--- src/hdl/umsq_pkg.sv ---
// ----------------------------------------------------------------------------
// USB-MIDI send queue package
// Shared sizes, protocol byte codes and the command and status groups that
// join the controller and the datapath.
// ----------------------------------------------------------------------------
`timescale 1ns / 1ps
`default_nettype none

package umsq_pkg;

  localparam int QUEUE_SLOTS = 8;
  localparam int SYSEX_DEPTH = 64;

  localparam int QPW = $clog2(QUEUE_SLOTS);
  localparam int SHW = $clog2(SYSEX_DEPTH);
  localparam int SCW = $clog2(SYSEX_DEPTH + 1);

  localparam logic [7:0] CIN_SX_START = 8'h04;
  localparam logic [7:0] SX_BEGIN     = 8'hF0;
  localparam logic [7:0] SX_END       = 8'hF7;

  typedef enum logic [1:0] {
    MODE_ENQUEUE = 2'd0,
    MODE_SYSEX   = 2'd1,
    MODE_POLL    = 2'd2,
    MODE_NONE    = 2'd3
  } mode_t;

  typedef struct packed {
    logic [7:0] status;
    logic [6:0] key;
    logic [6:0] value;
  } slot_t;

  typedef struct packed {
    logic load_in;
    logic idx_clr;
    logic idx_inc;
    logic q_rd_sel;
    logic slot_wr_idx;
    logic slot_wr_new;
    logic sx_append;
    logic sx_start;
    logic sx_take;
    logic sx_put;
    logic sx_fin;
    logic q_fill;
    logic out_load;
  } cmd_t;

  typedef struct packed {
    logic match;
    logic idx_last;
    logic sx_pending;
    logic q_nonempty;
    logic take_more;
    logic out_free;
  } stat_t;

endpackage

`default_nettype wire

--- src/hdl/umsq_dp.sv ---
// ----------------------------------------------------------------------------
// USB-MIDI send queue datapath
// Slot memory with valid bits, sysex byte ring, packet assembly registers and
// the output register.
// ----------------------------------------------------------------------------
`timescale 1ns / 1ps
`default_nettype none

module umsq_dp (
  input  logic                 clk,
  input  logic                 rst_n,
  input  logic [31:0]          in_tdata,
  input  umsq_pkg::cmd_t       cmd,
  output umsq_pkg::stat_t      stat,
  output logic                 out_tvalid,
  input  logic                 out_tready,
  output logic [31:0]          out_tdata
);
  import umsq_pkg::*;

  logic [7:0]     in_st_r;
  logic [6:0]     in_key_r;
  logic [6:0]     in_val_r;
  logic [6:0]     in_sx_r;

  slot_t          slot_mem [QUEUE_SLOTS];
  logic [QUEUE_SLOTS-1:0] slot_vld_r;
  slot_t          slot_rd_r;
  logic           slot_rd_vld_r;
  logic [QPW-1:0] idx_r;
  logic [QPW-1:0] wr_ptr_r;
  logic [QPW-1:0] rd_ptr_r;
  logic [QPW-1:0] q_addr;
  slot_t          slot_cur;
  slot_t          slot_new;

  logic [6:0]     sx_mem [SYSEX_DEPTH];
  logic [6:0]     sx_rd_r;
  logic [SHW-1:0] sx_head_r;
  logic [SCW-1:0] sx_cnt_r;
  logic           sx_started_r;
  logic           sx_end_r;
  logic [SCW:0]   sx_sum;
  logic [SHW-1:0] sx_wa;
  logic [SHW-1:0] sx_head_inc;
  logic [SCW:0]   remain;
  logic           is_end_now;
  logic           sx_room;

  logic [7:0]     pkt_r [4];
  logic [2:0]     pos_r;

  logic           out_valid_r;
  logic [31:0]    out_data_r;

  assign slot_cur   = slot_rd_vld_r ? slot_rd_r : '0;
  assign slot_new   = '{status: in_st_r, key: in_key_r, value: in_val_r};
  assign q_addr     = cmd.q_rd_sel ? rd_ptr_r : idx_r;

  assign sx_sum      = (SCW+1)'(sx_head_r) + (SCW+1)'(sx_cnt_r);
  assign sx_wa       = (sx_sum >= (SCW+1)'(SYSEX_DEPTH)) ?
                       SHW'(sx_sum - (SCW+1)'(SYSEX_DEPTH)) : SHW'(sx_sum);
  assign sx_head_inc = (sx_head_r == SHW'(SYSEX_DEPTH - 1)) ? '0 : sx_head_r + 1'b1;
  assign sx_room     = sx_cnt_r < SCW'(SYSEX_DEPTH);
  // Bytes still to go out in this message, counting the start and end marks.
  assign remain      = (SCW+1)'(sx_cnt_r) + (sx_started_r ? (SCW+1)'(1) : (SCW+1)'(2));
  assign is_end_now  = remain <= (SCW+1)'(3);

  always_comb begin
    stat.match      = (slot_cur.status == in_st_r) && (slot_cur.key == in_key_r);
    stat.idx_last   = idx_r == QPW'(QUEUE_SLOTS - 1);
    stat.sx_pending = (sx_cnt_r != '0) || sx_started_r;
    stat.q_nonempty = wr_ptr_r != rd_ptr_r;
    stat.take_more  = sx_end_r ? ((sx_cnt_r != '0) && (pos_r < 3'd3)) : (pos_r <= 3'd3);
    stat.out_free   = !out_valid_r || out_tready;
  end

  // Input capture and memories: payload only, no reset.
  always_ff @(posedge clk) begin
    if (cmd.load_in) begin
      in_st_r  <= in_tdata[7:0];
      in_key_r <= in_tdata[14:8];
      in_val_r <= in_tdata[21:15];
      in_sx_r  <= in_tdata[28:22];
    end
    if (cmd.slot_wr_idx) begin
      slot_mem[idx_r] <= slot_new;
    end else if (cmd.slot_wr_new) begin
      slot_mem[wr_ptr_r] <= slot_new;
    end
    slot_rd_r <= slot_mem[q_addr];
    if (cmd.sx_append && sx_room) begin
      sx_mem[sx_wa] <= in_sx_r;
    end
    sx_rd_r <= sx_mem[sx_head_r];
  end

  // Packet assembly registers.
  always_ff @(posedge clk) begin
    if (cmd.q_fill) begin
      pkt_r[0] <= {slot_cur.status[3:0], slot_cur.status[7:4]};
      pkt_r[1] <= slot_cur.status;
      pkt_r[2] <= {1'b0, slot_cur.key};
      pkt_r[3] <= {1'b0, slot_cur.value};
    end else if (cmd.sx_start) begin
      pkt_r[0] <= is_end_now ? CIN_SX_START + 8'(remain) : CIN_SX_START;
      pkt_r[1] <= sx_started_r ? 8'h00 : SX_BEGIN;
      pkt_r[2] <= 8'h00;
      pkt_r[3] <= 8'h00;
    end else if (cmd.sx_put) begin
      pkt_r[pos_r[1:0]] <= {1'b0, sx_rd_r};
    end else if (cmd.sx_fin && sx_end_r) begin
      pkt_r[pos_r[1:0]] <= SX_END;
    end
    if (cmd.out_load) begin
      out_data_r <= {pkt_r[3], pkt_r[2], pkt_r[1], pkt_r[0]};
    end
  end

  always_ff @(posedge clk) begin
    if (!rst_n) begin
      slot_vld_r    <= '0;
      slot_rd_vld_r <= 1'b0;
      idx_r         <= '0;
      wr_ptr_r      <= '0;
      rd_ptr_r      <= '0;
      sx_head_r     <= '0;
      sx_cnt_r      <= '0;
      sx_started_r  <= 1'b0;
      sx_end_r      <= 1'b0;
      pos_r         <= 3'd1;
      out_valid_r   <= 1'b0;
    end else begin
      slot_rd_vld_r <= slot_vld_r[q_addr];
      if (cmd.idx_clr) begin
        idx_r <= '0;
      end else if (cmd.idx_inc) begin
        idx_r <= idx_r + 1'b1;
      end
      if (cmd.slot_wr_idx) begin
        slot_vld_r[idx_r] <= 1'b1;
      end else if (cmd.slot_wr_new) begin
        slot_vld_r[wr_ptr_r] <= 1'b1;
        wr_ptr_r <= (wr_ptr_r == QPW'(QUEUE_SLOTS - 1)) ? '0 : wr_ptr_r + 1'b1;
      end else if (cmd.q_fill) begin
        slot_vld_r[rd_ptr_r] <= 1'b0;
        rd_ptr_r <= (rd_ptr_r == QPW'(QUEUE_SLOTS - 1)) ? '0 : rd_ptr_r + 1'b1;
      end

      if (cmd.sx_append && sx_room) begin
        sx_cnt_r <= sx_cnt_r + 1'b1;
      end else if (cmd.sx_start) begin
        sx_started_r <= 1'b1;
        sx_end_r     <= is_end_now;
        pos_r        <= sx_started_r ? 3'd1 : 3'd2;
      end else if (cmd.sx_take) begin
        sx_head_r <= sx_head_inc;
        sx_cnt_r  <= sx_cnt_r - 1'b1;
      end else if (cmd.sx_put) begin
        pos_r <= pos_r + 3'd1;
      end else if (cmd.sx_fin && sx_end_r) begin
        sx_head_r    <= '0;
        sx_cnt_r     <= '0;
        sx_started_r <= 1'b0;
      end

      if (cmd.out_load) begin
        out_valid_r <= 1'b1;
      end else if (out_tready) begin
        out_valid_r <= 1'b0;
      end
    end
  end

  assign out_tvalid = out_valid_r;
  assign out_tdata  = out_data_r;

  a_cnt_bound: assert property (@(posedge clk) disable iff (!rst_n)
    sx_cnt_r <= SCW'(SYSEX_DEPTH))
    else $error("sysex count beyond buffer depth");

  a_load_free: assert property (@(posedge clk) disable iff (!rst_n)
    cmd.out_load |-> stat.out_free)
    else $error("output register overwritten while held");

  a_end_clear: assert property (@(posedge clk) disable iff (!rst_n)
    (cmd.sx_fin && sx_end_r) |=> (sx_cnt_r == '0) && !sx_started_r && (sx_head_r == '0))
    else $error("sysex state not cleared after end packet");

  a_put_pos: assert property (@(posedge clk) disable iff (!rst_n)
    (cmd.sx_put || (cmd.sx_fin && sx_end_r)) |-> (pos_r >= 3'd1) && (pos_r <= 3'd3))
    else $error("packet byte position out of range");

endmodule

`default_nettype wire

--- src/hdl/umsq_ctrl.sv ---
// ----------------------------------------------------------------------------
// USB-MIDI send queue controller
// Sequences the slot search, sysex append, packet assembly and output load.
// ----------------------------------------------------------------------------
`timescale 1ns / 1ps
`default_nettype none

module umsq_ctrl (
  input  logic             clk,
  input  logic             rst_n,
  input  logic             in_tvalid,
  output logic             in_tready,
  input  umsq_pkg::mode_t  in_mode,
  input  umsq_pkg::stat_t  stat,
  output umsq_pkg::cmd_t   cmd
);
  import umsq_pkg::*;

  typedef enum logic [3:0] {
    S_IDLE,
    S_SRCH_RD,
    S_SRCH_CMP,
    S_APPEND,
    S_POLL,
    S_Q_FILL,
    S_SX_START,
    S_SX_RD,
    S_SX_PUT,
    S_SX_FIN,
    S_OUT
  } state_t;

  state_t state_r;
  state_t state_nxt;
  logic   in_tready_r;
  logic   accept;

  assign accept    = in_tvalid && in_tready_r;
  assign in_tready = in_tready_r;

  always_comb begin
    state_nxt = state_r;
    cmd       = '0;
    unique case (state_r)
      S_IDLE: begin
        if (accept) begin
          cmd.load_in = 1'b1;
          cmd.idx_clr = 1'b1;
          unique case (in_mode)
            MODE_ENQUEUE: state_nxt = S_SRCH_RD;
            MODE_SYSEX:   state_nxt = S_APPEND;
            MODE_POLL:    state_nxt = S_POLL;
            MODE_NONE:    state_nxt = S_IDLE;
          endcase
        end
      end
      S_SRCH_RD: begin
        state_nxt = S_SRCH_CMP;
      end
      S_SRCH_CMP: begin
        if (stat.match) begin
          cmd.slot_wr_idx = 1'b1;
          state_nxt = S_IDLE;
        end else if (stat.idx_last) begin
          cmd.slot_wr_new = 1'b1;
          state_nxt = S_IDLE;
        end else begin
          cmd.idx_inc = 1'b1;
          state_nxt = S_SRCH_RD;
        end
      end
      S_APPEND: begin
        cmd.sx_append = 1'b1;
        state_nxt = S_IDLE;
      end
      S_POLL: begin
        cmd.q_rd_sel = 1'b1;
        if (stat.sx_pending) begin
          state_nxt = S_SX_START;
        end else if (stat.q_nonempty) begin
          state_nxt = S_Q_FILL;
        end else begin
          state_nxt = S_IDLE;
        end
      end
      S_Q_FILL: begin
        cmd.q_fill = 1'b1;
        state_nxt = S_OUT;
      end
      S_SX_START: begin
        cmd.sx_start = 1'b1;
        state_nxt = S_SX_RD;
      end
      S_SX_RD: begin
        if (stat.take_more) begin
          cmd.sx_take = 1'b1;
          state_nxt = S_SX_PUT;
        end else begin
          state_nxt = S_SX_FIN;
        end
      end
      S_SX_PUT: begin
        cmd.sx_put = 1'b1;
        state_nxt = S_SX_RD;
      end
      S_SX_FIN: begin
        cmd.sx_fin = 1'b1;
        state_nxt = S_OUT;
      end
      S_OUT: begin
        if (stat.out_free) begin
          cmd.out_load = 1'b1;
          state_nxt = S_IDLE;
        end
      end
      default: state_nxt = S_IDLE;
    endcase
  end

  always_ff @(posedge clk) begin
    if (!rst_n) begin
      state_r     <= S_IDLE;
      in_tready_r <= 1'b0;
    end else begin
      state_r     <= state_nxt;
      in_tready_r <= state_nxt == S_IDLE;
    end
  end

endmodule

`default_nettype wire

--- src/hdl/usb_midi_send_queue_packetizer_core.sv ---
// ----------------------------------------------------------------------------
// USB-MIDI send queue and sysex packetizer
// Queues channel messages, collects sysex bytes and emits one four-byte
// USB-MIDI event packet for each poll that finds something to send.
// ----------------------------------------------------------------------------
//
//  Channel  Direction  tdata / tuser contents
//  in_      slave      tuser: mode; tdata: status, key, value, sysex byte
//  out_     master     tdata: header, byte one, byte two, byte three
//
// Sequence: an item is taken in the idle state. A channel message walks the
// slot memory slot by slot, reading and then comparing each slot; a sysex
// append writes the byte to the sysex ring; a poll builds a packet from a
// queued slot or reads sysex bytes one at a time, each with a read and a put
// state, from the sysex memory.
// Reset: synchronous and active low. Slot valid bits clear at once, so an
// empty slot reads as zero; there is no clearing pass. Sysex memory has no
// reset and only written entries are ever read.
// Stalls: the result sits in an output register; the block keeps taking new
// items while it waits and only holds before loading the next packet.
//
`timescale 1ns / 1ps
`default_nettype none

module usb_midi_send_queue_packetizer_core (
  input  logic        clk,
  input  logic        rst_n,
  input  logic        in_tvalid,
  output logic        in_tready,
  // Fields from bit 0: status_byte[7:0], key_byte[14:8], value_byte[21:15],
  // sysex_data[28:22], zero fill [31:29].
  input  logic [31:0] in_tdata,
  // Fields from bit 0: mode[1:0].
  input  logic [1:0]  in_tuser,
  output logic        out_tvalid,
  input  logic        out_tready,
  // Fields from bit 0: header[7:0], byte_one[15:8], byte_two[23:16],
  // byte_three[31:24].
  output logic [31:0] out_tdata
);
  import umsq_pkg::*;

  cmd_t  cmd;
  stat_t stat;

  // The controller sees only the mode and the status group; all message
  // bytes stay in the datapath.
  umsq_ctrl u_ctrl (
    .clk       (clk),
    .rst_n     (rst_n),
    .in_tvalid (in_tvalid),
    .in_tready (in_tready),
    .in_mode   (mode_t'(in_tuser)),
    .stat      (stat),
    .cmd       (cmd)
  );

  umsq_dp u_dp (
    .clk        (clk),
    .rst_n      (rst_n),
    .in_tdata   (in_tdata),
    .cmd        (cmd),
    .stat       (stat),
    .out_tvalid (out_tvalid),
    .out_tready (out_tready),
    .out_tdata  (out_tdata)
  );

endmodule

`default_nettype wire

--- config.mk ---
export PLATFORM = sky130hd
export DESIGN_NAME = usb_midi_send_queue_packetizer_core
export DESIGN_NICKNAME = d
export VERILOG_FILES = /design/src/hdl/umsq_pkg.sv /design/src/hdl/umsq_dp.sv /design/src/hdl/umsq_ctrl.sv /design/src/hdl/usb_midi_send_queue_packetizer_core.sv
export SDC_FILE = /design/constraint.sdc
export NUM_CORES = 1
export LEC_CHECK = 0
export BUFFER_PORTS_ARGS = -buffer_cell sky130_fd_sc_hd__buf_4
export CAP_MARGIN = 20
export CORE_ASPECT_RATIO = 0.5
export CORE_MARGIN = 5
export CORE_UTILIZATION = 35
export CTS_CLUSTER_SIZE = 14
export DETAILED_ROUTE_END_ITERATION = 10
export SLEW_MARGIN = 20
export SYNTH_ARGS = -nofsm -noshare
export SYNTH_HDL_FRONTEND = slang
export SYNTH_SLANG_ARGS = --single-unit
--- constraint.sdc ---
create_clock -name clk -period 5.8 [get_ports clk]
set_input_delay 1.45 -clock clk [delete_from_list [all_inputs] [get_ports clk]]
set_output_delay 1.45 -clock clk [all_outputs]
set_load 0.03 [all_outputs]
==> impl_metrics.py, run 1 <==
metrics = {
    "global_routing": {
        "overflow": 0,
        "grt_pass1_wl_mm": 105,
        "first_global_vias": 16094,
        "antenna_found_initial": 0,
        "grt_max_degree": 65,
        "track_usage_pct": 14.5,
    },
    "cts": {
        "post_cts_buffers": 0,
        "htreeDepth": 3,
        "cts_buffers": 74,
        "clock_latency_ps": 620,
        "postCtsHoldBufs": 0,
        "cts-root-buf": "clkbuf_16",
        "cts.sink_count": 788,
        "clockBufferDepth": 3,
        "cts_resized": 0,
        "cts_tree": "yes",
        "path_clk_slew_ps": 60,
    },
    "sta": {
        "rsz0062_at_grt": "false",
        "tightest_slew_ps": 1110,
        "min_period_ps": 3790,
        "slew_headroom_pct": 25.5,
        "slew_viol_final": 0,
        "finalClockSkew_ps": 22.9,
        "fin_crit_sh_pct": 65.3,
        "fin_setup_tns_ps": 0,
        "fmax_ghz": 0.264,
        "hold_viol": 0,
        "setup_viol": 0,
        "fin_ws_ps": 2010,
    },
    "synth": {
        "async_flop_share_pct": 0,
        "ys_warn_count": 0,
        "yosys.area.top_type": "edfxtp_1",
        "yosysUniqueCellTypes": 68,
        "synth_seq_cells": 788,
        "syn_inst": 1661,
        "synth_area_per_cell_um2": 18.9,
        "synth_ff_type": "edfxtp_1",
        "synth_top_cell_area_share_pct": 68.7,
        "synth-edff-count": 717,
        "synth_nets": 1725,
        "synth_area_leaders": "edfxtp_1 69%, mux4_2 14%, dfxtp_1 4.5%",
        "syn_area_um2": 31300,
        "ys_seq_area_share_pct": 73.2,
    },
    "worst_setup_path": {
        "worstPathArrival_ps": 4020,
        "crit_required_ps": 6040,
        "reg2reg_setup_slack_ps": 2010,
        "crit_fanout": 16,
        "path_class": "reg -> reg",
        "critPathCaptureType": "flip-flop",
        "crit_path_start_kind": "flip-flop",
    },
    "placement": {
        "pre_cts_slack_ps": 1890,
        "place.gp.congestion": 0.842,
        "place_hpwl_mm": 42.5,
        "post_dp_cell_area_um2": 33600,
        "numPortBuffers": 68,
    },
    "status": {
        "status": "complete, no violations",
    },
    "die": {
        "fp.dieW_um": 433,
        "core_um2": 88500,
        "ioPinCount": 72,
        "initial_core_util_pct": 35.4,
        "die_h_um": 222,
        "fp-row-count": 77,
        "die-area_um2": 96000,
    },
    "power_and_ir_drop": {
        "vdd.ir_drop.worst_mv": 0.167,
        "p_per_area_nw_per_um2": 310,
        "p_total_uw": 11200,
        "p_leak_uw": 0.0112,
    },
    "finish": {
        "design_area_um2": 36000,
        "n_antenna_cell": 0,
        "drive_gt1_share_pct": 27.7,
        "areaGrowthSynthToFinish_pct": 14.9,
        "final_nets": 1842,
    },
    "drt": {
        "wl_per_cell_um": 23.1,
        "wl_mm": 69.7,
        "detail_route.iter0.violations": 1321,
        "drt_pass1_iterations": 5,
        "antenna_left": 0,
        "via_count": 15809,
        "route.detailed.drc": 0,
        "via_per_inst": 5.24,
    },
    "run": {
        "drv_cap": 0,
    },
    "min_path": {
        "hold_class": "reg -> reg",
    },
}
## worst max-delay path: stages (launching register included)
cell      delay, ps
dfxtp_1         470
ha_1            210
inv_1            60
fa_1            480
inv_1            80
a21oi_1          60
o21bai_1        240
xor2_1          210
nand2_1         550
nor3_1         1040
## where the power goes
group / switching, uW / internal, uW / total [uW]
Sequential: 40.5 / 6220 / 6260
Clock: 2060 / 2660 / 4720
Combinational: 119 / 54.3 / 173
## final timing paths
check	startpoint	end	depth (start not counted)
setup / recovery	u_dp.sx_cnt_r[0]	u_dp.sx_mem[63][5]	9
hold / removal	u_dp.pkt_r[0][6]	out_tdata[6]	0
setup reg to reg	u_dp.sx_cnt_r[0]	u_dp.sx_mem[63][5]	9
hold reg to reg	u_dp.pkt_r[0][6]	out_tdata[6]	0
## per-stage QoR
step           hold slack (ps)  std cells  util, %
2_1_floorplan              400       1661        -
3_3_place_gp               402       2878     37.8
3_5_place_dp               406       2883     38.0
4_1_cts                    415       3015     40.5
5_1_grt                    416       3019     40.7
6_report                   411       3019     40.7
## cell usage after synthesis (13+ instances only)
cell      number
edfxtp_1     717
mux4_2       188
nor3_1        91
dfxtp_1       71
clkbuf_1      66
a21oi_1       58
nor2_1        52
o21ai_0       49
nand2_1       45
nand3_1       33
inv_1         29
mux2_2        25
ha_1          24
buf_2         18
mux2i_1       17
xnor2_1       13
## state kept, by name, summed over array words and instances (netlist names), 4 cells and up
signal,flops
u_dp.pkt_r,32
u_dp.slot_vld_r,8
u_dp.sx_cnt_r,7
u_dp.slot_mem,176
u_dp.in_sx_r,7
u_dp.sx_rd_r,7
u_dp.sx_mem,448
u_dp.in_st_r,8
u_ctrl.state_r,4
u_dp.in_key_r,7
u_dp.slot_rd_r,22
u_dp.in_val_r,7
out_tdata,31
u_dp.sx_head_r,6
## layer usage
metal / part of all wire (%) / up-vias / track usage (%)
met5: 0 / - / 0
met4: 1.7 / 0 / 3.35
li1: - / 7031 / -
met3: 4.2 / 91 / 2.23
met1: 45 / 8326 / 20.4
met2: 49 / 361 / 24.0
## cell families (layout without fill, tap and decap cells)
group,Yosys count,in the layout,share of synthesized area [%]
DFF,788,788,73.2
buffers and inverters,121,294,1.52
xor gates and xnor gates,25,25,0.699
adders and majority gates,26,26,1.09
and+or+nand+nor,291,291,4.84
AOI/OAI and AO/OA,179,179,3.63
muxes,231,231,15.0
## placed cells by master (no fill, tap or decap), types with 12 or more instances in the layout
cell       instances
o21ai_0           49
mux2_2            25
nand2_1           45
buf_4            125
clkinv_2          12
clkbuf_16         75
nor3_2            40
nor3_1            52
ha_1              24
dfxtp_1           68
edfxtp_1         717
mux4_2           188
nand3_1           33
nor2_1            52
a31oi_1           12
inv_1             28
clkinv_1          13
mux2i_1           15
xnor2_1           12
clkbuf_1          19
a21oi_1           58
## final cells by class
| class | count | area (um2) |
|---|---|---|
| fill | 7854 | 52500 |
| sequential | 788 | 23000 |
| multi-input combinational | 752 | 8170 |
| clock buffer | 95 | 1960 |
| tap | 1185 | 1480 |
| timing repair buffer | 133 | 978 |
| clock inverter | 37 | 339 |
| inverter | 29 | 109 |
(Power assumes the default switching activity.)
==> inputs of run 2 (changes only) <==
clock period = 3.3 ns   (was 5.8 ns; I/O delays follow)
==> run 2 against run 1 <==
Effect of this change: critical path depth did not move; register-to-register slack lost 1800 ps; count of clock-buffer cells in the layout grew 9; die area unchanged; final area up 3.3%; flip-flop and latch count stayed put; routed wire length rose by 2.8%; worst hold slack got worse by 33 ps; sequential power up 76%; utilization increased by 1.3 points; clock skew increased by 2.1 ps; highest routed layer unchanged.
==> impl_metrics.py, run 2 (synthesized netlist as in run 1, its figures left out) <==
metrics = {
    "status": {
        "status": "complete, no violations",
    },
    "cts": {
        "clockBufferDepth": 3,
        "cts.sink_count": 788,
        "cts_buffers": 75,
        "postCtsHoldBufs": 0,
        "path_clk_slew_ps": 80,
        "post_cts_buffers": 0,
        "cts_tree": "yes",
        "clock_latency_ps": 630,
        "cts-root-buf": "clkbuf_16",
        "cts_resized": 0,
        "htreeDepth": 3,
    },
    "power_and_ir_drop": {
        "internal_power_uw": 15800,
        "p_leak_uw": 0.0118,
        "p_comb_share_pct": 1.7,
        "p_total_uw": 19800,
        "switchingPower_uw": 3980,
        "vdd.ir_drop.worst_mv": 0.364,
        "netSwitchingFraction_pct": 20.1,
        "clock_power_share_pct": 42.9,
        "p_per_area_nw_per_um2": 533,
        "seq_power_share_pct": 55.4,
    },
    "drt": {
        "detail_route.iter0.violations": 1323,
        "antenna_left": 0,
        "wl_mm": 71.6,
        "route.detailed.drc": 0,
        "via_per_inst": 5.24,
        "via_count": 16121,
        "wl_per_cell_um": 23.3,
        "drt_pass1_iterations": 8,
    },
    "worst_setup_path": {
        "crit_path_start_kind": "flip-flop",
        "crit_family": "simple AND/OR/NAND/NOR gates",
        "path_class": "reg -> reg",
        "max_stage_delay_ps": 580,
        "path_cells": "inv_1 -> fa_1 -> inv_1 -> a21oi_1 -> o21bai_1 -> xnor2_1 -> nand2_1 -> buf_4 -> nor3_2",
        "cp.buffers_inverters": 3,
        "crit_fanout": 8,
        "crit_slowest_cell": "nor3_2",
        "cpMostUsedCell": "inv_1",
        "worstPathArrival_ps": 3290,
        "crit_required_ps": 3550,
        "critPathCaptureType": "flip-flop",
    },
    "placement": {
        "post_dp_cell_area_um2": 34800,
        "place_hpwl_mm": 45.2,
        "place_inst": 2939,
        "pre_cts_slack_ps": 252,
        "numPortBuffers": 68,
        "place.gp.congestion": 0.833,
    },
    "sta": {
        "hold_viol": 0,
        "rsz0062_at_grt": "false",
        "slew_viol_final": 0,
        "fin_ws_ps": 261,
        "tightest_slew_ps": 951,
        "finalClockSkew_ps": 25.1,
        "fin_crit_sh_pct": 92.1,
        "fmax_ghz": 0.329,
        "min_period_ps": 3040,
        "setup_viol": 0,
        "slew_headroom_pct": 36.6,
    },
    "finish": {
        "mostFrequentLayoutCells": "717 x edfxtp_1, 188 x mux4_2, 170 x buf_4, 78 x clkbuf_16, 68 x dfxtp_1",
        "areaGrowthSynthToFinish_pct": 18.6,
        "fin_cells": 3078,
        "drive_gt1_share_pct": 31.3,
        "top_regs": "u_dp.sx_mem x448, u_dp.slot_mem x176, u_dp.pkt_r x32",
        "final_nets": 1895,
        "layout_commonest_cell": "edfxtp_1",
        "n_antenna_cell": 0,
        "design_area_um2": 37200,
        "largest_reg_flops": 448,
        "regMostFlops": "u_dp.sx_mem",
    },
    "global_routing": {
        "antenna_found_initial": 0,
        "grt_max_degree": 72,
        "first_global_vias": 16725,
        "track_usage_pct": 15.0,
        "overflow": 0,
        "grt_pass1_wl_mm": 109,
    },
    "die": {
        "die-area_um2": 96000,
        "fp.dieW_um": 433,
        "ioPinCount": 72,
        "die_h_um": 222,
        "initial_core_util_pct": 35.4,
        "fp-row-count": 77,
        "core_um2": 88500,
    },
    "min_path": {
        "hold_class": "in -> reg",
    },
    "run": {
        "drv_cap": 0,
    },
}
## run 2: final timing paths
kind	from	to	slack, ps	cells after the start
worst max-delay path	u_dp.sx_cnt_r[1]	u_dp.sx_mem[15][5]	260	9
worst min-delay path	in_tdata[15]	u_dp.in_val_r[0]	380	1
worst max register to register	u_dp.sx_cnt_r[1]	u_dp.sx_mem[15][5]	260	9
worst min register to register	u_dp.pkt_r[1][0]	out_tdata[8]	420	0
## run 2: layout make-up
| type | instances | area, um2 |
|---|---|---|
| repair buffers | 185 | 1580 |
| flip-flops and latches | 788 | 23000 |
| well taps | 1185 | 1480 |
| multi-input cells | 752 | 8650 |
| clock buffers | 104 | 2070 |
| fillers | 7720 | 51400 |
| clock inverters | 35 | 332 |
| inverters | 29 | 109 |
## run 2: metal layers
layer	up-vias	share of wire, %	global-route usage [%]	routed length (um)
li1	7161	-	-	-
met5	-	0	0	0
met3	113	5.0	2.55	3600
met1	8410	45	21.4	32200
met2	437	47	23.7	33900
met4	0	2.6	4.48	1830
## run 2: power groups by stage
stage               registers [uW]  logic [uW]  clock network [uW]
global placement             11200         335                   0
detailed placement           11200         346                   0
finish                       11000         335                8500
CTS                          11000         346                8700
global route                 11000         365                9150
floorplan                    11200         126                   0
## run 2: worst register-to-register path, delay by kind of cell (launching register included)
kind                     cells  cell delay (ps)
AND/OR/NAND/NOR              2              670
flip-flops                   1              540
adder cells (fa/ha/maj)      1              490
buffers and inverters        3              480
AO/OA/AOI/OAI                2              290
XOR/XNOR                     1              180
## run 2: through the flow
step	setup TNS (ps)	hold WS [ps]	util, %
global route	0	335	42.0
CTS	0	340	42.0
floorplan	-41910	400	-
finish	0	378	42.0
detailed placement	0	407	39.3
global placement	0	406	39.3
==> inputs of run 3 (changes only) <==
BUFFER_PORTS_ARGS = not set   (was -buffer_cell sky130_fd_sc_hd__buf_4)
DONT_BUFFER_PORTS = 1   (was not set)
==> run 3 against run 2 <==
Effect of this change: worst hold slack worse by 100 ps; critical path depth is 3 lower; total power is 0.89% lower; highest routed layer unchanged.
==> impl_metrics.py, run 3 (synthesized netlist as in run 1, its figures left out) <==
metrics = {
    "finish": {
        "top_regs": "u_dp.sx_mem x448, u_dp.slot_mem x176, u_dp.pkt_r x32",
        "largest_reg_flops": 448,
        "n_antenna_cell": 0,
        "ff_latch_area_um2": 23000,
        "areaGrowthSynthToFinish_pct": 16.3,
        "layout_commonest_cell": "edfxtp_1",
        "final_nets": 1813,
        "multi_input_area_um2": 8650,
        "final_util_pct": 41.2,
        "regMostFlops": "u_dp.sx_mem",
        "mostFrequentLayoutCells": "717 x edfxtp_1, 188 x mux4_2, 93 x buf_4, 79 x clkbuf_16, 68 x dfxtp_1",
        "n_fill_cell": 7740,
        "drive_gt1_share_pct": 28.7,
    },
    "power_and_ir_drop": {
        "clock_power_share_pct": 42.6,
        "switchingPower_uw": 3970,
        "internal_power_uw": 15700,
        "seq_power_share_pct": 56.0,
        "p_leak_uw": 0.0114,
        "netSwitchingFraction_pct": 20.2,
        "vdd.ir_drop.worst_mv": 0.375,
        "p_per_area_nw_per_um2": 539,
        "p_comb_share_pct": 1.5,
    },
    "die": {
        "fp.dieW_um": 433,
        "initial_core_util_pct": 35.4,
        "die_h_um": 222,
        "fp-row-count": 77,
        "die-area_um2": 96000,
        "ioPinCount": 72,
        "core_um2": 88500,
    },
    "worst_setup_path": {
        "regToRegStartpoint": "u_dp.in_key_r[1]",
        "worstSetupStartpoint": "u_dp.in_key_r[1]",
        "worstPathArrival_ps": 3440,
        "crit_required_ps": 3590,
        "path_class": "reg -> reg",
        "crit_path_start_kind": "flip-flop",
        "critPathCaptureType": "flip-flop",
        "crit_fanout": 14,
    },
    "cts": {
        "post_cts_buffers": 0,
        "clockBufferDepth": 3,
        "cts.sink_count": 788,
        "cts_buffers": 76,
        "htreeDepth": 3,
        "cts_tree": "yes",
        "cts-root-buf": "clkbuf_16",
        "clock_latency_ps": 630,
        "path_clk_slew_ps": 60,
    },
    "placement": {
        "place_hpwl_mm": 43.6,
        "pre_cts_slack_ps": 89.6,
        "numPortBuffers": 0,
        "place.gp.congestion": 0.862,
    },
    "drt": {
        "via_per_inst": 5.26,
        "drt_pass1_iterations": 8,
        "via_count": 15749,
        "wl_mm": 69.9,
        "detail_route.iter0.violations": 1224,
        "antenna_left": 0,
        "route.detailed.drc": 0,
        "wl_per_cell_um": 23.3,
    },
    "global_routing": {
        "grt_pass1_wl_mm": 105,
        "antenna_found_initial": 1,
        "grt_max_degree": 69,
        "track_usage_pct": 14.5,
        "first_global_vias": 15931,
        "overflow": 0,
    },
    "sta": {
        "hold_viol": 0,
        "fin_hold_ws_ps": 278,
        "tightest_slew_ps": 978,
        "fin_ws_ps": 153,
        "fin_crit_sh_pct": 95.4,
        "finalClockSkew_ps": 30.7,
        "min_period_ps": 3150,
        "fmax_ghz": 0.318,
        "rsz0062_at_grt": "false",
        "setup_viol": 0,
        "slew_headroom_pct": 34.6,
        "slew_viol_final": 0,
    },
    "min_path": {
        "hold_class": "in -> reg",
        "hp-start": "rst_n",
    },
    "run": {
        "drv_cap": 0,
    },
    "status": {
        "status": "complete, no violations",
    },
}
[run 3: metrics by stage]
stage / TNS, ps / area [um2] / std cells / power (uW)
global route: 0 / 36500 / 2995 / 20300
detailed placement: 0 / 34100 / 2856 / 11500
floorplan: -41910 / 32000 / 1661 / 11400
CTS: 0 / 36400 / 2995 / 19900
finish: 0 / 36500 / 2995 / 19600
global placement: 0 / 34100 / 2856 / 11500
[run 3: what timing repair did]
item,4_1_cts,5_1_grt
setup endpoints to repair,0,143
hold buffers,0,0
gates resized for setup,0,2
[run 3: power by group through the flow]
stage / logic, uW / clock network (uW) / registers, uW
after floorplan: 126 / 0 / 11200
after detailed placement: 298 / 0 / 11200
final: 288 / 8360 / 11000
after global routing: 316 / 9030 / 11000
after CTS: 298 / 8570 / 11000
after global placement: 285 / 0 / 11200
[run 3: metal layers]
layer	global-route usage (%)	vias to the layer above	wire (um)
met2	23.7	379	33900
met4	3.25	0	1250
li1	-	6994	-
met5	0	-	0
met1	20.6	8289	31400
met3	2.56	87	3380
[run 3: path summary, 6_finish.rpt]
| kind | endpoint | slack (ps) | depth (start not counted) |
|---|---|---|---|
| worst max register to register | u_dp.slot_mem[6][19] | 150 | 6 |
| worst min-delay path | u_dp.pos_r[0] | 280 | 1 |
| worst max-delay path | u_dp.slot_mem[6][19] | 150 | 6 |
| worst min register to register | out_tdata[26] | 420 | 0 |
[run 3: area by class of cell]
type,count,share of cell area (%)
sequential,788,63.0
multi-input combinational,752,23.7
clock buffer,97,5.64
tap,1185,4.07
timing repair buffer,102,2.41
clock inverter,42,0.862
inverter,29,0.299
[run 3: critical path: stages, from the launching register on]
cell	delay, ps
edfxtp_1	530
or4b_1	550
a32o_1	360
o41ai_4	560
mux2_4	380
nor3_4	140
buf_4	280
